File: config.mk
export PLATFORM = sky130hd
export DESIGN_NAME = fct_queue
export DESIGN_NICKNAME = d
export VERILOG_FILES = /design/src/rtl/core/fct_pkg.sv /design/src/rtl/core/fct_queue.sv
export SDC_FILE = /design/constraint.sdc
export NUM_CORES = 1
export LEC_CHECK = 0
export ABC_AREA = 1
export BUFFER_PORTS_ARGS = -buffer_cell sky130_fd_sc_hd__buf_2
export CORE_MARGIN = 4
export CORE_UTILIZATION = 32
export CTS_CLUSTER_SIZE = 24
export DETAILED_ROUTE_END_ITERATION = 16
export GPL_ROUTABILITY_DRIVEN = 0
export SETUP_SLACK_MARGIN = 0.5
export SYNTH_ARGS = -nofsm -noshare
export SYNTH_HDL_FRONTEND = slang
export SYNTH_SLANG_ARGS = --single-unit
export TNS_END_PERCENT = 10
File: constraint.sdc
create_clock -name clk -period 4 [get_ports clk]
set_clock_uncertainty 0.2 [all_clocks]
set_input_delay 0.6 -clock clk [delete_from_list [all_inputs] [get_ports clk]]
set_output_delay 0.6 -clock clk [all_outputs]
set_load 0.01 [all_outputs]
File: src/rtl/core/fct_pkg.sv
// Shared types, constants and address helpers for the floor cast texel shader.
// No dependencies; every other file in rtl/core imports this package.
package fct_pkg;

  localparam int MAP_SIDE    = 64;
  localparam int LAYERS      = 4;
  localparam int TEXTURES    = 8;
  localparam int TILE_SIDE   = 64;

  localparam int CELL_COUNT  = LAYERS * MAP_SIDE * MAP_SIDE;
  localparam int TEXEL_COUNT = TEXTURES * TILE_SIDE * TILE_SIDE;
  localparam int CELL_AW     = $clog2(CELL_COUNT);
  localparam int TEXEL_AW    = $clog2(TEXEL_COUNT);
  localparam int MAP_W       = $clog2(MAP_SIDE);
  localparam int TILE_SH     = $clog2(TILE_SIDE);
  localparam int TEX_AW      = (TEXTURES > 1) ? $clog2(TEXTURES) : 1;

  localparam int WORLD_W     = 20;
  localparam int DIV_STAGES  = 32;
  localparam int MID_DEPTH   = 4;
  localparam int MID_AW      = $clog2(MID_DEPTH);
  localparam int OUT_DEPTH   = 4;
  localparam int OUT_AW      = $clog2(OUT_DEPTH);

  localparam logic [23:0] HALF_MASK = 24'h7F7F7F;

  localparam int CFG_IDX_W  = 3;
  localparam int CFG_DATA_W = 12;
  localparam logic [CFG_IDX_W-1:0] CFG_PLAYER_HEIGHT = 3'd0;
  localparam logic [CFG_IDX_W-1:0] CFG_HORIZON_ROW   = 3'd1;
  localparam logic [CFG_IDX_W-1:0] CFG_PROJ_DIST     = 3'd2;
  localparam logic [CFG_IDX_W-1:0] CFG_VIEWER_X      = 3'd3;
  localparam logic [CFG_IDX_W-1:0] CFG_VIEWER_Y      = 3'd4;
  localparam logic [CFG_IDX_W-1:0] CFG_VIEWER_LEVEL  = 3'd5;

  typedef enum logic [1:0] {
    OP_LOAD_CELL  = 2'd0,
    OP_LOAD_TEXEL = 2'd1,
    OP_CAST       = 2'd2
  } op_t;

  typedef struct packed {
    logic [11:0]        player_height;
    logic signed [10:0] horizon_row;
    logic [10:0]        projection_distance;
    logic [11:0]        viewer_x;
    logic [11:0]        viewer_y;
    logic [1:0]         viewer_level;
  } cfg_t;

  localparam cfg_t CFG_RESET = '{
    player_height:       12'd32,
    horizon_row:         11'sd0,
    projection_distance: 11'd277,
    viewer_x:            12'd0,
    viewer_y:            12'd0,
    viewer_level:        2'd0
  };

  // item as it travels through the front pipeline
  typedef struct packed {
    logic [1:0]         op;
    logic [1:0]         lv;
    logic [5:0]         cx;
    logic [5:0]         cy;
    logic [2:0]         tex;
    logic               wall;
    logic               light;
    logic [23:0]        color;
    logic [9:0]         row;
    logic signed [15:0] sn;
    logic signed [15:0] cs;
    logic [14:0]        fe;
    logic               kill;
  } fitem_t;

  typedef struct packed {
    fitem_t      item;
    logic [10:0] rem;
    logic [31:0] sh;
    logic [10:0] den;
    logic        ovf;
    logic        neg;
  } div_t;

  // word handed from front to back
  typedef struct packed {
    logic [1:0]         op;
    logic [1:0]         lv;
    logic [MAP_W-1:0]   cx;
    logic [MAP_W-1:0]   cy;
    logic               ok;
    logic [2:0]         tex;
    logic               wall;
    logic               light;
    logic [23:0]        color;
    logic [9:0]         row;
    logic [TILE_SH-1:0] u;
    logic [TILE_SH-1:0] v;
    logic               kill;
  } mid_t;

  typedef struct packed {
    logic [2:0] tex;
    logic       wall;
    logic       light;
  } cell_t;

  typedef struct packed {
    logic [9:0]  row;
    logic        wr;
    logic [23:0] color;
  } res_t;

  typedef struct packed {
    logic full;
    logic empty;
  } q_stat_t;

  function automatic logic [CELL_AW-1:0] cell_addr(input logic [1:0] lv,
                                                   input logic [MAP_W-1:0] x,
                                                   input logic [MAP_W-1:0] y);
    cell_addr = CELL_AW'((int'(lv) * MAP_SIDE + int'(y)) * MAP_SIDE + int'(x));
  endfunction

  function automatic logic [TEXEL_AW-1:0] texel_addr(input logic [TEX_AW-1:0] t,
                                                     input logic [TILE_SH-1:0] v,
                                                     input logic [TILE_SH-1:0] u);
    texel_addr = TEXEL_AW'((int'(t) * TILE_SIDE + int'(v)) * TILE_SIDE + int'(u));
  endfunction

endpackage

File: src/rtl/core/fct_queue.sv
// Short queue of front words between the front and back parts.
// Depends on fct_pkg (mid_t, q_stat_t, MID_DEPTH).
module fct_queue import fct_pkg::*; (
  input  logic    clk,
  input  logic    rst_n,
  input  logic    push,
  input  mid_t    push_word,
  input  logic    pop,
  output mid_t    head_word,
  output q_stat_t stat
);

  mid_t              mem_r [0:MID_DEPTH-1];
  logic [MID_AW-1:0] wr_ptr_r;
  logic [MID_AW-1:0] rd_ptr_r;
  logic [MID_AW:0]   cnt_r;
  logic [MID_AW:0]   cnt_nxt;

  always_comb begin
    unique case ({push, pop})
      2'b10:   cnt_nxt = cnt_r + 1'b1;
      2'b01:   cnt_nxt = cnt_r - 1'b1;
      default: cnt_nxt = cnt_r;
    endcase
  end

  always_ff @(posedge clk) begin
    if (!rst_n) begin
      wr_ptr_r <= '0;
      rd_ptr_r <= '0;
      cnt_r    <= '0;
    end else begin
      if (push) begin
        wr_ptr_r <= wr_ptr_r + 1'b1;
      end
      if (pop) begin
        rd_ptr_r <= rd_ptr_r + 1'b1;
      end
      cnt_r <= cnt_nxt;
    end
  end

  always_ff @(posedge clk) begin
    if (push) begin
      mem_r[wr_ptr_r] <= push_word;
    end
  end

  assign head_word  = mem_r[rd_ptr_r];
  assign stat.full  = int'(cnt_r) == MID_DEPTH;
  assign stat.empty = cnt_r == '0;

endmodule

==> out/summary.txt <==
Max Freq = 311 MHz
wl on met1 = 10700 um
fraction of layout cells with a size suffix above 1 = 23.0%
sequential element share of the synthesized area = 79.3%
fin. max-slew vios = 0
TritonRoute pass-1 iters = 4
die area = 0.0364 mm2
fin nets = 947
TritonCTS clock tree = yes
post-synth top area cell = edfxtp_1
Met2 Wirelength = 10900 um
most frequent cells in the layout = edfxtp_1, buf_2, nor2_1
syn nets = 803
Setup TNS = 0 ns
Required @ worst endpoint = 3.20 ns
Worst Hold Class = input port to flip-flop
post-CTS setup buffers = 0
Final Critical Period = 3.21 ns
Vias/cell = 4.79
Crit Path Category = flip-flop to primary output
Worst VDD drop = 275 uV
startpoint types = flip-flop
Yosys warnings = 0
Congestion Overflow GR = 0
Root Buffer = clkbuf_16
number of routed nets with antenna violations = 0
Yosys top cell area share = 77.6%
normalized max-slew margin = 54.5%
pwr/cell area = 523 mW/mm2
die width = 191 um
wire per inst = 17.7 um
first-pass GRT wire length = 36100 um
drc violations = 0
ys async rst share = 0%
final cycle utilization of the critical path = 80.3%
vias in the first global route = 6371
run status = completed
Starting Density = 32.7%
final setup vio count = 0
DR top layer = met5
DR iter-0 viols = 418
Area contributors post-synth = edfxtp_1, nor2_1, o21ai_0, o22ai_1, o21ai_1
critical path fanouts, max = 54
clk_lat worst skew = 0.53 ns
HPWL after DPL = 13600 um
Port Buffers = 143
most common cell after layout, fill and taps aside = edfxtp_1
RSZ-0062 raised after global routing = false
num rows = 66
area delta synth->final = 19.3%
initial antenna violation count = 4
Placed Instances = 1278
n_diodes = 0
Die Ht = 191 um
maxcap violations = 0
Synth Instances = 724
Ports = 144
cts bufs inserted = 30
number of synthesized register bits = 285
H-tree levels = 1
Top FF cell, synth = edfxtp_1
clock-pin transition on the worst setup and hold timing paths = 0.06 ns
All-Layer GR Usage = 12.5%
mapped cell area = 0.0107 mm2
drt total wl = 23600 um
arrival time at the worst endpoint = 2.41 ns
core area = 0.0327 mm2
Post-Syn Area per Cell = 14.7 um2
slew of the pin with the lowest slew margin = 0.682 ns
post-synthesis cell type count = 22
final cell count without fillers = 1332
final hold vios = 0
number of synthesized flops with an enable pin = 276
LEAKAGE = 4.41 nW
Vias = 6377
pin count of the biggest net entering global routing = 79
Pwr Total = 6.66 mW
Clock Sinks = 285
endpoint type of the worst setup path = primary output
DR WL met3 = 1570 um
Max clock buf depth = 3
==> cell type report <==
class,count,area (um2)
timing repair buffer,156,851
sequential,285,8480
fill,3095,20000
clock buffer,35,791
multi-input combinational,378,1840
tap,442,553
inverter,17,71.3
clock inverter,19,148
==> worst paths after layout <==
check	startpoint	endpoint	slack [ns]	cells after the start
worst min-delay path	push_word[5]	mem_r[0][5]	0.07	1
worst max register to register	wr_ptr_r[0]	mem_r[3][30]	1.93	4
worst max-delay path	flip-flop	head_word[11]	0.79	4
worst min register to register	rd_ptr_r[1]	flip-flop	0.22	1
==> state kept, by name (all words and copies together), names as in the netlist, named ones only <==
signal and count:
mem_r 276, rd_ptr_r 2, cnt_r 3, wr_ptr_r 2
==> routing by layer <==
| metal | up-vias | GRT usage, % |
|---|---|---|
| met5 | - | 0 |
| met4 | 8 | 2.82 |
| met3 | 39 | 3.37 |
| met2 | 167 | 20.0 |
| met1 | 3143 | 17.3 |
| li1 | 3020 | - |
==> where the power goes <==
| part | internal [mW] | switching [mW] |
|---|---|---|
| sequential | 3.41 | 0.0470 |
| clock | 1.53 | 1.10 |
| combinational | 0.192 | 0.380 |
==> stage by stage <==
stage               util [%]  worst slack [ns]  hold WS (ns)  area [um2]
global route            38.9             0.523        0.0396       12700
detailed placement      36.1              1.16         0.223       11800
finish                  38.9             0.787        0.0699       12700
global placement        36.1              1.17         0.220       11800
CTS                     38.9             0.583        0.0370       12700
floorplan                  -              1.40         0.212       10700
==> worst max-delay path, cell delays in order, from the launching register on <==
cell	delay, ns
dfxtp_4	0.70
buf_4	0.52
o21ai_0	0.18
o22ai_1	0.25
buf_2	0.18
==> cells in the mapped netlist (2+ instances only) <==
| master | instances |
|---|---|
| buf_4 | 7 |
| o21ai_1 | 52 |
| clkbuf_1 | 14 |
| ha_1 | 5 |
| a21oi_1 | 5 |
| buf_2 | 8 |
| nor2_1 | 141 |
| o21ai_0 | 92 |
| dfxtp_1 | 9 |
| buf_6 | 11 |
| inv_1 | 15 |
| clkbuf_2 | 3 |
| nor3_1 | 2 |
| o22ai_1 | 69 |
| edfxtp_1 | 276 |
| nand2_1 | 9 |
==> kinds of logic (layout without fill, tap and decap cells) <==
kind of cell,count (synthesis),after routing,share of synthesized area [%]
AOI/OAI and AO/OA,218,218,11.0
and+or+nand+nor,154,154,5.47
adders and majority gates,6,6,0.773
buffers and inverters,61,227,3.42
DFF,285,285,79.3
==> what timing repair did <==
action / CTS / global route
resized for setup: 0 / 1
hold buffers: 0 / 0
setup endpoints to repair: 0 / 28
Power figures use the tool's default switching activity.
